==> src/hw/rtl/ura_pkg.sv <==
// Shared types, constants and helpers for the ultrasonic range tone alarm.
`timescale 1ns / 1ps

package ura_pkg;

    // Sizing of the echo timer and the distance fixed-point format
    localparam int TIMER_BITS     = 16;
    localparam int DIST_FRAC_BITS = 8;

    // Fixed field widths
    localparam int STAMP_W  = 16;
    localparam int LIMIT_W  = 8;
    localparam int DIST_W   = 24;
    localparam int FREQ_W   = 13;
    localparam int PERIOD_W = 20;
    localparam int HIGH_W   = 19;

    // width * 17000 / 32768, scaled by 2^DIST_FRAC_BITS
    localparam int SPEED_FACTOR = 17000;
    localparam int SPEED_W      = 15;
    localparam int TICK_SHIFT   = 15 - DIST_FRAC_BITS;
    localparam int PROD_D_W     = TIMER_BITS + SPEED_W;
    localparam int DIST_CMP_W   = ((PROD_D_W > DIST_W) ? PROD_D_W : DIST_W) + 1;
    localparam logic [DIST_W-1:0] DIST_MAX = {DIST_W{1'b1}};

    // Tone line: 111 Hz per cm
    localparam int SLOPE       = 111;
    localparam int SLOPE_W     = 7;
    localparam int RISE_OFFSET = 555;
    localparam int FALL_OFFSET = 5555;
    localparam int FREQ_MAX    = 5555;
    localparam int PROD_T_W    = DIST_W + SLOPE_W;
    localparam int TONE_W      = PROD_T_W + 2;

    // Tone period = 1000000 / frequency
    localparam int PERIOD_NUM = 1000000;
    localparam int DIV_CNT_W  = $clog2(PERIOD_W + 1);
    localparam int DIV_STEPS  = PERIOD_W;

    // Configuration register indexes
    localparam int CFG_INDEX_W = 3;
    localparam logic [CFG_INDEX_W-1:0] CFG_NEAR     = 3'd0;
    localparam logic [CFG_INDEX_W-1:0] CFG_MID      = 3'd1;
    localparam logic [CFG_INDEX_W-1:0] CFG_FAR      = 3'd2;
    localparam logic [CFG_INDEX_W-1:0] CFG_TONE_MIN = 3'd3;
    localparam logic [CFG_INDEX_W-1:0] CFG_TONE_MAX = 3'd4;

    // Configuration reset values
    localparam logic [LIMIT_W-1:0] NEAR_RESET     = 8'd10;
    localparam logic [LIMIT_W-1:0] MID_RESET      = 8'd30;
    localparam logic [LIMIT_W-1:0] FAR_RESET      = 8'd50;
    localparam logic [LIMIT_W-1:0] TONE_MIN_RESET = 8'd5;
    localparam logic [LIMIT_W-1:0] TONE_MAX_RESET = 8'd50;

    typedef struct packed {
        logic [STAMP_W-1:0] capture_time;
        logic               button_held;
    } capture_t;

    typedef struct packed {
        logic               led_red;
        logic               led_green;
        logic [DIST_W-1:0]  distance_q8;
        logic [FREQ_W-1:0]  tone_frequency;
        logic [PERIOD_W-1:0] tone_period;
        logic [HIGH_W-1:0]  tone_high_time;
    } result_t;

    // Controller to datapath commands
    typedef struct packed {
        logic load;       // capture transaction accepted
        logic mul_dist;   // echo width times speed factor
        logic set_dist;   // scale and saturate distance
        logic mul_tone;   // distance times slope, zone compare
        logic set_tone;   // frequency, divider init
        logic div_step;   // one quotient bit
        logic publish;    // load the result register
    } dp_cmd_t;

    // Datapath to controller status
    typedef struct packed {
        logic out_free;   // result register can take a new transaction
    } dp_status_t;

    // Whole-cm limit to the fixed-point distance format
    function automatic logic [DIST_W-1:0] limit_q(input logic [LIMIT_W-1:0] lim);
        limit_q = DIST_W'(lim) << DIST_FRAC_BITS;
    endfunction

endpackage

==> src/hw/rtl/ura_ctrl.sv <==
// Sequencing controller for the range tone alarm.
`timescale 1ns / 1ps

module ura_ctrl
    import ura_pkg::*;
(
    input  logic       clk,
    input  logic       rst_n,
    input  logic       capture_valid,
    output logic       capture_stall,
    input  dp_status_t status,
    output dp_cmd_t    cmd
);

    typedef enum logic [2:0] {
        S_IDLE,
        S_MUL_DIST,
        S_SET_DIST,
        S_MUL_TONE,
        S_SET_TONE,
        S_DIV,
        S_DONE
    } state_t;

    state_t                 state_reg, state_next;
    logic [DIV_CNT_W-1:0]   count_reg, count_next;

    // Next state
    always_comb
    begin
        state_next = state_reg;
        count_next = count_reg;
        case (state_reg)
            S_IDLE:
            begin
                if (capture_valid)
                begin
                    state_next = S_MUL_DIST;
                end
            end
            S_MUL_DIST: state_next = S_SET_DIST;
            S_SET_DIST: state_next = S_MUL_TONE;
            S_MUL_TONE: state_next = S_SET_TONE;
            S_SET_TONE:
            begin
                count_next = '0;
                state_next = S_DIV;
            end
            S_DIV:
            begin
                count_next = count_reg + 1'b1;
                if (count_reg == DIV_CNT_W'(DIV_STEPS - 1))
                begin
                    state_next = S_DONE;
                end
            end
            S_DONE:
            begin
                if (status.out_free)
                begin
                    state_next = S_IDLE;
                end
            end
            default: state_next = S_IDLE;
        endcase
    end

    // State register
    always_ff @(posedge clk or negedge rst_n)
    begin
        if (!rst_n)
        begin
            state_reg <= S_IDLE;
            count_reg <= '0;
        end
        else
        begin
            state_reg <= state_next;
            count_reg <= count_next;
        end
    end

    // Commands decoded from state
    assign capture_stall = (state_reg != S_IDLE);

    always_comb
    begin
        cmd          = '0;
        cmd.load     = (state_reg == S_IDLE) && capture_valid;
        cmd.mul_dist = (state_reg == S_MUL_DIST);
        cmd.set_dist = (state_reg == S_SET_DIST);
        cmd.mul_tone = (state_reg == S_MUL_TONE);
        cmd.set_tone = (state_reg == S_SET_TONE);
        cmd.div_step = (state_reg == S_DIV);
        cmd.publish  = (state_reg == S_DONE) && status.out_free;
    end

endmodule

==> src/hw/rtl/ura_datapath.sv <==
// Datapath: echo state, distance, zones, tone, period divider, result register.
`timescale 1ns / 1ps

module ura_datapath
    import ura_pkg::*;
(
    input  logic                   clk,
    input  logic                   rst_n,
    input  capture_t               capture,
    input  logic                   cfg_valid,
    input  logic [CFG_INDEX_W-1:0] cfg_index,
    input  logic [LIMIT_W-1:0]     cfg_data,
    input  logic                   result_stall,
    output logic                   result_valid,
    output result_t                result,
    input  dp_cmd_t                cmd,
    output dp_status_t             status
);

    // Configuration registers
    logic [LIMIT_W-1:0] near_reg, mid_reg, far_reg, tmin_reg, tmax_reg;

    // Echo state
    logic                  awaiting_reg;
    logic [STAMP_W-1:0]    start_reg;
    logic [DIST_W-1:0]     dist_reg;

    // Working registers
    logic                  is_end_reg;
    logic                  held_reg;
    logic [TIMER_BITS-1:0] width_reg;
    logic [PROD_D_W-1:0]   prod_d_reg;
    logic [PROD_T_W-1:0]   prod_t_reg;
    logic                  in_range_reg;
    logic                  red_reg, green_reg;
    logic [FREQ_W-1:0]     freq_reg;
    logic [PERIOD_W-1:0]   quo_reg;
    logic [FREQ_W-1:0]     rem_reg;

    // Result register
    logic                  out_valid_reg;
    result_t               out_reg;

    // Combinational helpers
    logic [PROD_D_W-1:0]   dist_full;
    logic [DIST_W-1:0]     dist_sat;
    logic signed [TONE_W-1:0] tone_raw;
    logic signed [TONE_W-1:0] tone_q;
    logic [FREQ_W-1:0]     freq_calc;
    logic [FREQ_W:0]       rem_shift;
    logic                  quo_bit;
    logic [PERIOD_W-1:0]   period_out;

    // Configuration writes
    always_ff @(posedge clk or negedge rst_n)
    begin
        if (!rst_n)
        begin
            near_reg <= NEAR_RESET;
            mid_reg  <= MID_RESET;
            far_reg  <= FAR_RESET;
            tmin_reg <= TONE_MIN_RESET;
            tmax_reg <= TONE_MAX_RESET;
        end
        else if (cfg_valid)
        begin
            case (cfg_index)
                CFG_NEAR:     near_reg <= cfg_data;
                CFG_MID:      mid_reg  <= cfg_data;
                CFG_FAR:      far_reg  <= cfg_data;
                CFG_TONE_MIN: tmin_reg <= cfg_data;
                CFG_TONE_MAX: tmax_reg <= cfg_data;
                default:      ;
            endcase
        end
    end

    // Edge pairing and stored distance
    always_ff @(posedge clk or negedge rst_n)
    begin
        if (!rst_n)
        begin
            awaiting_reg <= 1'b0;
            start_reg    <= '0;
            dist_reg     <= '0;
        end
        else
        begin
            if (cmd.load)
            begin
                awaiting_reg <= !awaiting_reg;
                if (!awaiting_reg)
                begin
                    start_reg <= capture.capture_time;
                end
            end
            if (cmd.set_dist && is_end_reg)
            begin
                dist_reg <= dist_sat;
            end
        end
    end

    // Distance scaling and saturation
    always_comb
    begin
        dist_full = prod_d_reg >> TICK_SHIFT;
        if (DIST_CMP_W'(dist_full) > DIST_CMP_W'(DIST_MAX))
        begin
            dist_sat = DIST_MAX;
        end
        else
        begin
            dist_sat = DIST_W'(dist_full);
        end
    end

    // Tone line, clamp and saturation
    always_comb
    begin
        if (held_reg)
        begin
            tone_raw = $signed({2'b00, prod_t_reg})
                     - $signed(TONE_W'(RISE_OFFSET) << DIST_FRAC_BITS);
        end
        else
        begin
            tone_raw = $signed(TONE_W'(FALL_OFFSET) << DIST_FRAC_BITS)
                     - $signed({2'b00, prod_t_reg});
        end
        tone_q = tone_raw >>> DIST_FRAC_BITS;
        if (!in_range_reg || tone_raw <= 0)
        begin
            freq_calc = '0;
        end
        else if (tone_q > $signed(TONE_W'(FREQ_MAX)))
        begin
            freq_calc = FREQ_W'(FREQ_MAX);
        end
        else
        begin
            freq_calc = FREQ_W'(tone_q);
        end
    end

    // Restoring divider step
    always_comb
    begin
        rem_shift = {rem_reg, quo_reg[PERIOD_W-1]};
        quo_bit   = (rem_shift >= {1'b0, freq_reg});
    end

    // Working pipeline of the sequencer
    always_ff @(posedge clk)
    begin
        if (cmd.load)
        begin
            is_end_reg <= awaiting_reg;
            held_reg   <= capture.button_held;
            width_reg  <= TIMER_BITS'(capture.capture_time - start_reg);
        end
        if (cmd.mul_dist)
        begin
            prod_d_reg <= PROD_D_W'(width_reg) * PROD_D_W'(SPEED_FACTOR);
        end
        if (cmd.mul_tone)
        begin
            prod_t_reg   <= PROD_T_W'(dist_reg) * PROD_T_W'(SLOPE);
            in_range_reg <= !(dist_reg < limit_q(tmin_reg)) && !(dist_reg > limit_q(tmax_reg));
            if (dist_reg < limit_q(near_reg))
            begin
                red_reg   <= 1'b1;
                green_reg <= 1'b1;
            end
            else if (dist_reg < limit_q(mid_reg))
            begin
                red_reg   <= 1'b1;
                green_reg <= 1'b0;
            end
            else if (dist_reg < limit_q(far_reg))
            begin
                red_reg   <= 1'b0;
                green_reg <= 1'b1;
            end
            else
            begin
                red_reg   <= 1'b0;
                green_reg <= 1'b0;
            end
        end
        if (cmd.set_tone)
        begin
            freq_reg <= freq_calc;
            quo_reg  <= PERIOD_W'(PERIOD_NUM);
            rem_reg  <= '0;
        end
        if (cmd.div_step)
        begin
            quo_reg <= {quo_reg[PERIOD_W-2:0], quo_bit};
            // remainder stays below the divisor, so it fits in FREQ_W bits
            rem_reg <= FREQ_W'(quo_bit ? (rem_shift - {1'b0, freq_reg}) : rem_shift);
        end
    end

    // Silent tone has zero period
    assign period_out = (freq_reg == '0) ? '0 : quo_reg;

    // Result register, one transaction deep
    always_ff @(posedge clk or negedge rst_n)
    begin
        if (!rst_n)
        begin
            out_valid_reg <= 1'b0;
        end
        else if (cmd.publish)
        begin
            out_valid_reg <= 1'b1;
        end
        else if (!result_stall)
        begin
            out_valid_reg <= 1'b0;
        end
    end

    always_ff @(posedge clk)
    begin
        if (cmd.publish)
        begin
            out_reg.led_red        <= red_reg;
            out_reg.led_green      <= green_reg;
            out_reg.distance_q8    <= dist_reg;
            out_reg.tone_frequency <= freq_reg;
            out_reg.tone_period    <= period_out;
            out_reg.tone_high_time <= HIGH_W'(period_out >> 1);
        end
    end

    assign result_valid    = out_valid_reg;
    assign result          = out_reg;
    assign status.out_free = !out_valid_reg || !result_stall;

endmodule

==> src/hw/rtl/ultrasonic_range_tone_alarm_unit.sv <==
// An accepted capture steps through distance multiply, distance set, tone multiply, tone set,
// the 20-step restoring period divider and done, where it is published if the result register is free.
// A new capture is taken while the previous result still waits in the output register.
// Reset (rst_n low, asynchronous) clears the edge pairing, start stamp and distance,
// drops result_valid and loads the default limits 10/30/50/5/50 cm.
`timescale 1ns / 1ps

module ultrasonic_range_tone_alarm_unit
    import ura_pkg::*;
(
    input  logic                   clk,
    input  logic                   rst_n,
    input  logic                   capture_valid,
    output logic                   capture_stall,
    input  capture_t               capture,
    output logic                   result_valid,
    input  logic                   result_stall,
    output result_t                result,
    input  logic                   cfg_valid,
    output logic                   cfg_ready,
    input  logic [CFG_INDEX_W-1:0] cfg_index,
    input  logic [LIMIT_W-1:0]     cfg_data
);

    dp_cmd_t    cmd;
    dp_status_t status;

    // Register writes are always taken
    assign cfg_ready = 1'b1;

    ura_ctrl u_ctrl (
        .clk           (clk),
        .rst_n         (rst_n),
        .capture_valid (capture_valid),
        .capture_stall (capture_stall),
        .status        (status),
        .cmd           (cmd)
    );

    ura_datapath u_datapath (
        .clk          (clk),
        .rst_n        (rst_n),
        .capture      (capture),
        .cfg_valid    (cfg_valid),
        .cfg_index    (cfg_index),
        .cfg_data     (cfg_data),
        .result_stall (result_stall),
        .result_valid (result_valid),
        .result       (result),
        .cmd          (cmd),
        .status       (status)
    );

endmodule
==> config.mk <==
export PLATFORM = sky130hd
export DESIGN_NAME = ultrasonic_range_tone_alarm_unit
export DESIGN_NICKNAME = d
export VERILOG_FILES = /design/src/hw/rtl/ura_pkg.sv /design/src/hw/rtl/ura_ctrl.sv /design/src/hw/rtl/ura_datapath.sv /design/src/hw/rtl/ultrasonic_range_tone_alarm_unit.sv
export SDC_FILE = /design/constraint.sdc
export NUM_CORES = 1
export LEC_CHECK = 0
export BUFFER_PORTS_ARGS = -buffer_cell sky130_fd_sc_hd__buf_2
export CORE_MARGIN = 3
export CORE_UTILIZATION = 35
export CTS_CLUSTER_DIAMETER = 100
export DETAILED_ROUTE_END_ITERATION = 12
export PLACE_DENSITY = 0.6
export SYNTH_ARGS = -nofsm -noshare
export SYNTH_HDL_FRONTEND = slang
export SYNTH_SLANG_ARGS = --single-unit
export TNS_END_PERCENT = 50
==> constraint.sdc <==
create_clock -name clk -period 5.35 [get_ports clk]
set_input_delay 0 -clock clk [delete_from_list [all_inputs] [get_ports clk]]
set_output_delay 0 -clock clk [all_outputs]
set_load 0.02 [all_outputs]
==> flow_summary.yaml, run 1 <==
place:
  io_buffer_count: 112
  placed_cell_area_um2: 21200
  gp_congestion: 0.849
  dpl.hpwl_mm: 31.3
  place_inst: 2696
yosys:
  post_synth_num_cell_types: 87
  async_reset_ff_share_pct: 33.2
  syn_inst: 1879
  seq_area_frac_synth_pct: 38.6
  synth_area_um2: 20000
  synth_common_cells: "282 x inv_1, 233 x ha_1, 181 x edfxtp_1"
  synth_top_area_share_pct: 27.2
  synth.area.top_cells: "edfxtp_1 27%, ha_1 15%, fa_1 12%"
  synth_nets: 2263
  yosysMostFrequentCell: "inv_1"
  syn_area_per_cell_um2: 10.6
  synth_top_area_cell: "edfxtp_1"
  synth_edf_count: 181
  synth_warnings: 0
  ys_seq_elements: 271
  synth_flop_cell: "edfxtp_1"
cells_and_area:
  fillers: 5392
  largest_reg_flops: 59
  area_growth_pct: 14.9
  ff_latch_area_um2: 7710
  fin_area_um2: 22900
  multi_input_area_um2: 10800
  final_nets: 2409
  insertedDiodeCount: 0
  layout.cells.non_filler: 2800
  drive_gt1_share_pct: 12.3
worst_setup_path:
  crit_arrival_ns: 5.30
  startpoint_type: "flip-flop"
  cp-end-kind: "flip-flop"
  cp_data_required_time_ns: 5.64
  timing.rr.start: "u_datapath.dist_reg[6]"
  crit_type: "flip-flop to flip-flop"
  reg2regPathDepth: 16
  reg2reg_slack_ns: 0.34
  crit_fanout: 7
  regToRegEndpoint: "u_datapath.prod_t_reg[30]"
sta:
  min_period_ns: 5.01
  fin_crit_sh_pct: 93.7
  hold_slack_ns: 0.0533
  timing_hold_violations_final: 0
  fin_worst_skew_ns: 0.0250
  tns_ns: 0
  rsz0062_at_grt: "no"
  drv_slew: 0
  relSlewSlack_pct: 29.9
  finalSetupViolCount: 0
  worst_pin_slew_ns: 1.05
  fmax_ghz: 0.200
route:
  wl_per_cell_um: 14.6
  drt-total-wl_mm: 41.0
  first_pass_iters: 4
  vias_per_cell: 4.91
  drc_errors: 0
  ant_nets: 0
  drt-initial-drc-count: 621
  via_count: 13700
clock_tree:
  cts-buffers-inserted: 35
  cts_setup_buffers: 0
  cts.sinks: 271
  clk_pin_slew_ns: 0.06
  root_buffer: "clkbuf_16"
  cts_tree: "yes"
  clockBufferDepth: 3
  htree_num_levels: 2
  clk_latency_ns: 0.56
floorplanning:
  row_count: 86
  io_pins: 114
  die_x_um: 245
  die_h_um: 245
  fp.dieArea_um2: 59900
  coreArea_um2: 55700
  start_util_pct: 35.8
hold_path:
  holdPathEnd: "u_datapath.far_reg[4]"
  min_path_type: "input port to flip-flop"
  whs_path_depth: 6
  worstHoldStart: "cfg_index[2]"
global_route:
  grt_pass1_wl_mm: 68.8
  grt_usage_pct: 13.8
  grt_pass1_vias: 13800
  grt_start_max_net_pins: 75
  antenna_found_initial: 0
  overflow: 0
outcome:
  outcome: "completed"
job:
  cap_viol_max_count: 0
==> critical path, stage by stage, from the launching register on <==
cell      delay [ns]
dfrtp_2         0.47
fa_1            0.57
fa_1            0.44
fa_1            0.55
inv_1           0.05
fa_1            0.49
inv_1           0.04
ha_2            0.32
a21o_1          0.19
o41a_1          0.42
a21o_1          0.22
o41ai_1         0.31
buf_4           0.19
o211a_1         0.16
o21bai_1        0.07
a21oi_1         0.17
xnor2_1         0.08
==> layout make-up <==
class / count / share of cell area, %
inverters: 283 / 4.63
repair buffers: 173 / 4.89
clock buffers: 39 / 4.02
flip-flops and latches: 271 / 33.6
clock inverters: 25 / 1.45
well taps: 748 / 4.08
multi-input cells: 1261 / 47.3
==> worst max path at each step <==
stage / startpoint / to / slack, ns / cells after the start
2_1_floorplan: u_datapath.dist_reg[12] / u_datapath.prod_t_reg[30] / 0.30 / 16
3_3_place_gp: u_datapath.dist_reg[6] / u_datapath.prod_t_reg[30] / 0.32 / 17
3_5_place_dp: u_datapath.dist_reg[6] / u_datapath.prod_t_reg[30] / 0.09 / 17
4_1_cts: u_datapath.dist_reg[6] / u_datapath.prod_t_reg[30] / 0.07 / 17
5_1_grt: u_datapath.dist_reg[2] / u_datapath.prod_t_reg[30] / 0.01 / 18
6_report: u_datapath.dist_reg[6] / u_datapath.prod_t_reg[30] / 0.34 / 16
==> cells by family (layout without fill, tap and decap cells) <==
kind of cell             count (synthesis)  after routing  share of synthesized area (%)
AO/OA/AOI/OAI                          357            357                           11.5
XOR/XNOR                                82             82                           3.60
adder cells (fa/ha/maj)                351            351                           26.4
buffers and inverters                  347            520                           7.25
flip-flops                             271            271                           38.6
multiplexers                            29             29                           1.57
other                                    1              1                         0.0188
AND/OR/NAND/NOR                        441            441                           11.0
==> stage by stage <==
stage	util [%]	worst slack, ns
floorplan	-	0.303
global placement	38.1	0.315
detailed placement	38.1	0.0863
CTS	41.1	0.0684
global route	41.1	0.0133
finish	41.1	0.339
==> per-layer routing <==
| layer | global-route usage, % | wire, um | up-vias |
|---|---|---|---|
| met1 | 17.8 | 18400 | 6635 |
| met3 | 2.00 | 1600 | 64 |
| met4 | 4.65 | 1070 | 0 |
| met5 | 0 | 0 | - |
| li1 | - | - | 6778 |
| met2 | 23.8 | 20000 | 265 |
==> timing repair <==
item                                   CTS  global route
gates resized for setup                  0             9
endpoints found under the hold margin  154             0
setup endpoints to repair                0             5
hold buffers                            40             0
==> cell usage in the layout, fill, tap and decap left out, types with 17 or more instances in the layout <==
cell and n:
nand4_1 17, a21oi_1 68, fa_1 118, a21o_1 29
nand2_1 138, nor3_1 43, nand2b_1 20, buf_2 111
inv_1 282, a211oi_1 20, xor2_1 17, nand3_1 25
o21ai_0 119, and3_1 19, and2_1 28, buf_4 22
dlygate4sd3_1 40, xnor2_1 65, clkbuf_16 36, edfxtp_1 181
dfrtp_1 71, ha_1 232, nor2_1 82
Power of run 1 is left out: the tool's default activity adds up to more than one toggle a clock period on the data nets, which glitch-free logic cannot reach.
==> run 2, diff against run 1 <==
- CTS_BUF_LIST: default -> sky130_fd_sc_hd__clkbuf_4
==> run 2 against run 1 <==
Effect of this change:
- wire length increased by 3.4%
- final area increased by 1.9%
- highest routed layer unchanged
- first-iteration DRC count increased by 1.4%
- sequential cell count unchanged
- setup slack got worse by 0.047 ns
- critical endpoint unchanged
==> flow_summary.yaml, run 2 (synthesis gave the netlist of run 1 again) <==
global_route:
  grt.met3_usage_pct: 3.24
  antenna_found_initial: 3
  grt-busiest-layer: "met2"
  grt_pass1_vias: 14500
  overflow: 0
  grt_start_max_net_pins: 75
  met2_usage_pct: 24.7
  grt_pass1_wl_mm: 71.4
  grt_usage_pct: 14.4
  met1_usage_pct: 17.9
cells_and_area:
  drive_gt1_share_pct: 14.4
  multi_input_area_um2: 10800
  final_nets: 2519
  largest_reg_flops: 59
  ff_latch_area_um2: 7710
  area_growth_pct: 17.1
  fillers: 5383
  layout_common_cells: "282 x inv_1, 233 x ha_1, 181 x edfxtp_1"
  fin_util_pct: 41.9
  layout_commonest_cell: "inv_1"
floorplanning:
  die_h_um: 245
  coreArea_um2: 55700
  io_pins: 114
  fp.dieArea_um2: 59900
  die_x_um: 245
  row_count: 86
  start_util_pct: 35.8
route:
  first_pass_iters: 5
  drt-total-wl_mm: 42.4
  drc_errors: 0
  ant_nets: 0
  drt-initial-drc-count: 630
  vias_per_cell: 4.86
  wl_per_cell_um: 14.4
  via_count: 14300
worst_setup_path:
  cp_top_family: "adder cells"
  cpPeakStageDelay_ns: 0.57
  crit_slowest_cell: "fa_1"
  crit_fanout: 7
  crit_type: "flip-flop to flip-flop"
  startpoint_type: "flip-flop"
  cp-end-kind: "flip-flop"
  cpMostUsedCell: "fa_1"
  reg2regPathDepth: 16
  crit_chain: "fa_1 > fa_1 > fa_1 > inv_1 > fa_1 > inv_1 > ha_1 > a21o_1 > o41a_1 > a21o_1 > o41ai_1 > buf_4 > o211a_1 > o21bai_1 > a21oi_1 > xnor2_1"
  cp_data_required_time_ns: 5.87
  cp_num_buf_inv: 3
  crit_arrival_ns: 5.58
  cp_num_cells: 16
  reg2reg_slack_ns: 0.29
sta:
  relSlewSlack_pct: 29.8
  fin_worst_skew_ns: 0.0464
  fmax_ghz: 0.198
  finalSetupViolCount: 0
  min_period_ns: 5.06
  hold_slack_ns: 0.0491
  setup_ws_ns: 0.293
  timing_hold_violations_final: 0
  drv_slew: 0
  tns_ns: 0
  rsz0062_at_grt: "no"
  fin_crit_sh_pct: 94.5
  worst_pin_slew_ns: 1.05
clock_tree:
  root_buffer: "clkbuf_4"
  cts_tree: "yes"
  cts-buffers-inserted: 79
  clk_pin_slew_ns: 0.06
  cts.sinks: 271
  htree_num_levels: 3
  clockBufferDepth: 3
  clk_latency_ns: 0.77
  cts_setup_buffers: 0
outcome:
  outcome: "completed"
hold_path:
  min_path_type: "input port to asynchronous set/reset pin"
place:
  io_buffer_count: 112
  dp_slack_ns: 0.0863
  gp_congestion: 0.849
  dpl.hpwl_mm: 31.3
job:
  cap_viol_max_count: 0
-- run 2: stage by stage --
stage | area [um2] | instances
detailed placement | 21200 | 2696
global placement | 21200 | 2696
global route | 23400 | 2946
finish | 23400 | 2946
floorplan | 20000 | 1879
CTS | 23300 | 2944
-- run 2: cell type report --
class                           count  area share [%]
Multi-Input combinational cell   1261            46.4
Sequential cell                   271            33.0
Timing Repair Buffer              239            7.63
Inverter                          283            4.55
Tap cell                          748            4.01
Clock buffer                      114            3.66
Clock inverter                     28           0.750
Antenna cell                        2          0.0214
-- run 2: timing repair --
action	CTS	global route
gates resized for setup	0	7
hold endpoints to repair	176	0
hold buffers	106	0
endpoints found under the setup margin	0	5
-- run 2: worst paths after layout --
| path | startpoint | end |
|---|---|---|
| min in group clk | capture_valid | u_ctrl.state_reg[0] |
| hold reg to reg | u_datapath.prod_d_reg[26] | u_datapath.dist_reg[19] |
| hold / removal | rst_n | u_datapath.near_reg[0] |
| max in group asynchronous | rst_n | u_datapath.start_reg[15] |
| setup reg to reg | u_datapath.dist_reg[6] | u_datapath.prod_t_reg[30] |
| setup / recovery | u_datapath.dist_reg[6] | u_datapath.prod_t_reg[30] |
-- run 2: tightest hold or removal path: stages --
cell and delay, ns:
dlygate4sd3_1 0.53, buf_4 0.11, buf_4 0.73
-- run 2: metal layers --
metal  vias up  wire length, um
met2       290            20800
met4         0              983
met5         -                0
met3        79             1940
met1      6891            18700
li1       7046                -
Power of run 2 is left out for the same reason.
==> run 3, diff against run 2 <==
- BUFFER_PORTS_ARGS: -buffer_cell sky130_fd_sc_hd__buf_2 -> default
- DONT_BUFFER_PORTS: default -> 1
- PLACE_DENSITY: 0.6 -> 0.57
- clock period: 5.35 -> 5.1 ns (I/O delays scaled with it)
==> run 3 against run 2 <==
Effect of this change:
- register-to-register slack lost 0.12 ns
- via count shrank 4.1%
- global-route usage shrank 0.23 points
- critical path depth grew 3
- worst hold slack gained 0.070 ns
- sequential share of layout area grew 0.79 points
- die area is the same
==> flow_summary.yaml, run 3 (synthesis gave the netlist of run 1 again) <==
worst_setup_path:
  cp-end-kind: "flip-flop"
  crit_type: "flip-flop to flip-flop"
  timing.rr.start: "u_datapath.dist_reg[7]"
  crit_slowest_cell: "fa_1"
  reg2regPathDepth: 19
  cp_data_required_time_ns: 5.62
  crit_arrival_ns: 5.45
  crit_fanout: 5
  regToRegEndpoint: "u_datapath.prod_t_reg[30]"
  startpoint_type: "flip-flop"
  reg2reg_slack_ns: 0.18
  crit_chain: "inv_1 > fa_1 > inv_1 > fa_1 > fa_1 > inv_1 > fa_1 > inv_1 > ha_1 > o211ai_1 > nor3_1 > o41a_1 > a21o_1 > o41ai_2 > buf_4 > o211a_1 > o21bai_1 > a21oi_1 > xnor2_1"
  cpPeakStageDelay_ns: 0.54
sta:
  fmax_ghz: 0.203
  relSlewSlack_pct: 23.9
  fin_worst_skew_ns: 0.0669
  rsz0062_at_grt: "yes"
  drv_slew: 0
  timing_hold_violations_final: 0
  min_period_ns: 4.92
  tns_ns: 0
  finalSetupViolCount: 0
  fin_crit_sh_pct: 96.5
  worst_pin_slew_ns: 1.14
cells_and_area:
  fin_area_um2: 22800
  layout_common_cells: "279 x inv_1, 232 x ha_1, 181 x edfxtp_1"
  layout.cells.non_filler: 2835
  area_growth_pct: 14.4
  fin_util_pct: 41.0
  largest_reg_flops: 59
  layout_commonest_cell: "inv_1"
  final_nets: 2404
  drive_gt1_share_pct: 11.1
place:
  dpl.hpwl_mm: 31.0
  place_inst: 2594
  gp_congestion: 0.863
  io_buffer_count: 0
  placed_cell_area_um2: 20800
floorplanning:
  die_x_um: 245
  io_pins: 114
  start_util_pct: 35.8
  row_count: 86
  die_h_um: 245
  coreArea_um2: 55700
  fp.dieArea_um2: 59900
route:
  vias_per_cell: 4.84
  via_count: 13700
  drc_errors: 0
  drt-total-wl_mm: 41.7
  ant_nets: 0
  drt-initial-drc-count: 618
  wl_per_cell_um: 14.7
  first_pass_iters: 5
clock_tree:
  cts-buffers-inserted: 78
  clockBufferDepth: 3
  cts.sinks: 271
  clk_pin_slew_ns: 0.07
  cts_tree: "yes"
  clk_latency_ns: 0.80
  htree_num_levels: 3
  root_buffer: "clkbuf_4"
hold_path:
  whs_path_depth: 4
  holdPathEnd: "u_ctrl.state_reg[2]"
  min_path_type: "input port to flip-flop"
  worstHoldStart: "result_stall"
outcome:
  outcome: "completed"
global_route:
  grt_pass1_wl_mm: 69.6
  grt_usage_pct: 14.2
  antenna_found_initial: 2
  grt_start_max_net_pins: 77
  grt_pass1_vias: 14000
  overflow: 0
job:
  cap_viol_max_count: 0
-- run 3: changes by cell type in the layout (fill, tap and decap cells not counted), moves of 3 or more --
cell and change:
buf_2 -111, dlygate4sd3_1 -15, buf_4 +10, clkbuf_4 +6, clkinv_1 -4, inv_2 +4, dfrtp_1 -3, dfrtp_2 +3
inv_1 -3
-- run 3: through the flow --
| step | worst slack, ns | hold slack (ns) |
|---|---|---|
| after CTS | 0.0414 | 0.0129 |
| after detailed placement | 0.0283 | -0.292 |
| after global routing | -0.0567 | 0.0355 |
| final | 0.176 | 0.120 |
| after floorplan | 0.0531 | -0.296 |
| after global placement | 0.128 | -0.292 |
-- run 3: metal layers --
| layer | global-route usage [%] | share of wire [%] | vias to the layer above |
|---|---|---|---|
| met5 | 0 | 0 | - |
| met4 | 4.85 | 2.6 | 0 |
| met3 | 3.38 | 4.0 | 88 |
| met2 | 24.0 | 49 | 253 |
| met1 | 17.7 | 45 | 6561 |
| li1 | - | - | 6815 |
-- run 3: how the worst max path moves through the flow --
stage               slack (ns)                         to               startpoint  cells after the start
detailed placement        0.03  u_datapath.prod_t_reg[30]   u_datapath.dist_reg[6]                     17
CTS                       0.04  u_datapath.prod_t_reg[30]   u_datapath.dist_reg[4]                     19
global placement          0.13  u_datapath.prod_t_reg[30]   u_datapath.dist_reg[6]                     17
global route             -0.06  u_datapath.prod_t_reg[30]   u_datapath.dist_reg[6]                     18
floorplan                 0.05  u_datapath.prod_t_reg[30]  u_datapath.dist_reg[12]                     16
finish                    0.18  u_datapath.prod_t_reg[30]   u_datapath.dist_reg[7]                     19
-- run 3: cell type report --
class                           count  area (um2)
Antenna cell                        4        10.0
Clock buffer                      120         901
Clock inverter                     23         151
Fill cell                        5449       32900
Inverter                          283        1060
Multi-Input combinational cell   1261       10800
Sequential cell                   271        7710
Tap cell                          748         936
Timing Repair Buffer              125        1210
-- run 3: worst max-delay path: cells and delay by family, from the launching register on --
family          cells  cell delay [ns]
buf+inv             5             0.40
compound gates      7             1.10
simple gates        1             0.23
fa+ha+maj           5             2.39
flops               1             0.44
xor+xnor            1             0.13
-- run 3: what timing repair did --
action,CTS,global route
gates resized for setup,0,18
hold buffers,93,0
buffers inserted,0,1
setup endpoints to repair,0,8
hold endpoints to repair,191,0
Power of run 3 is left out for the same reason.
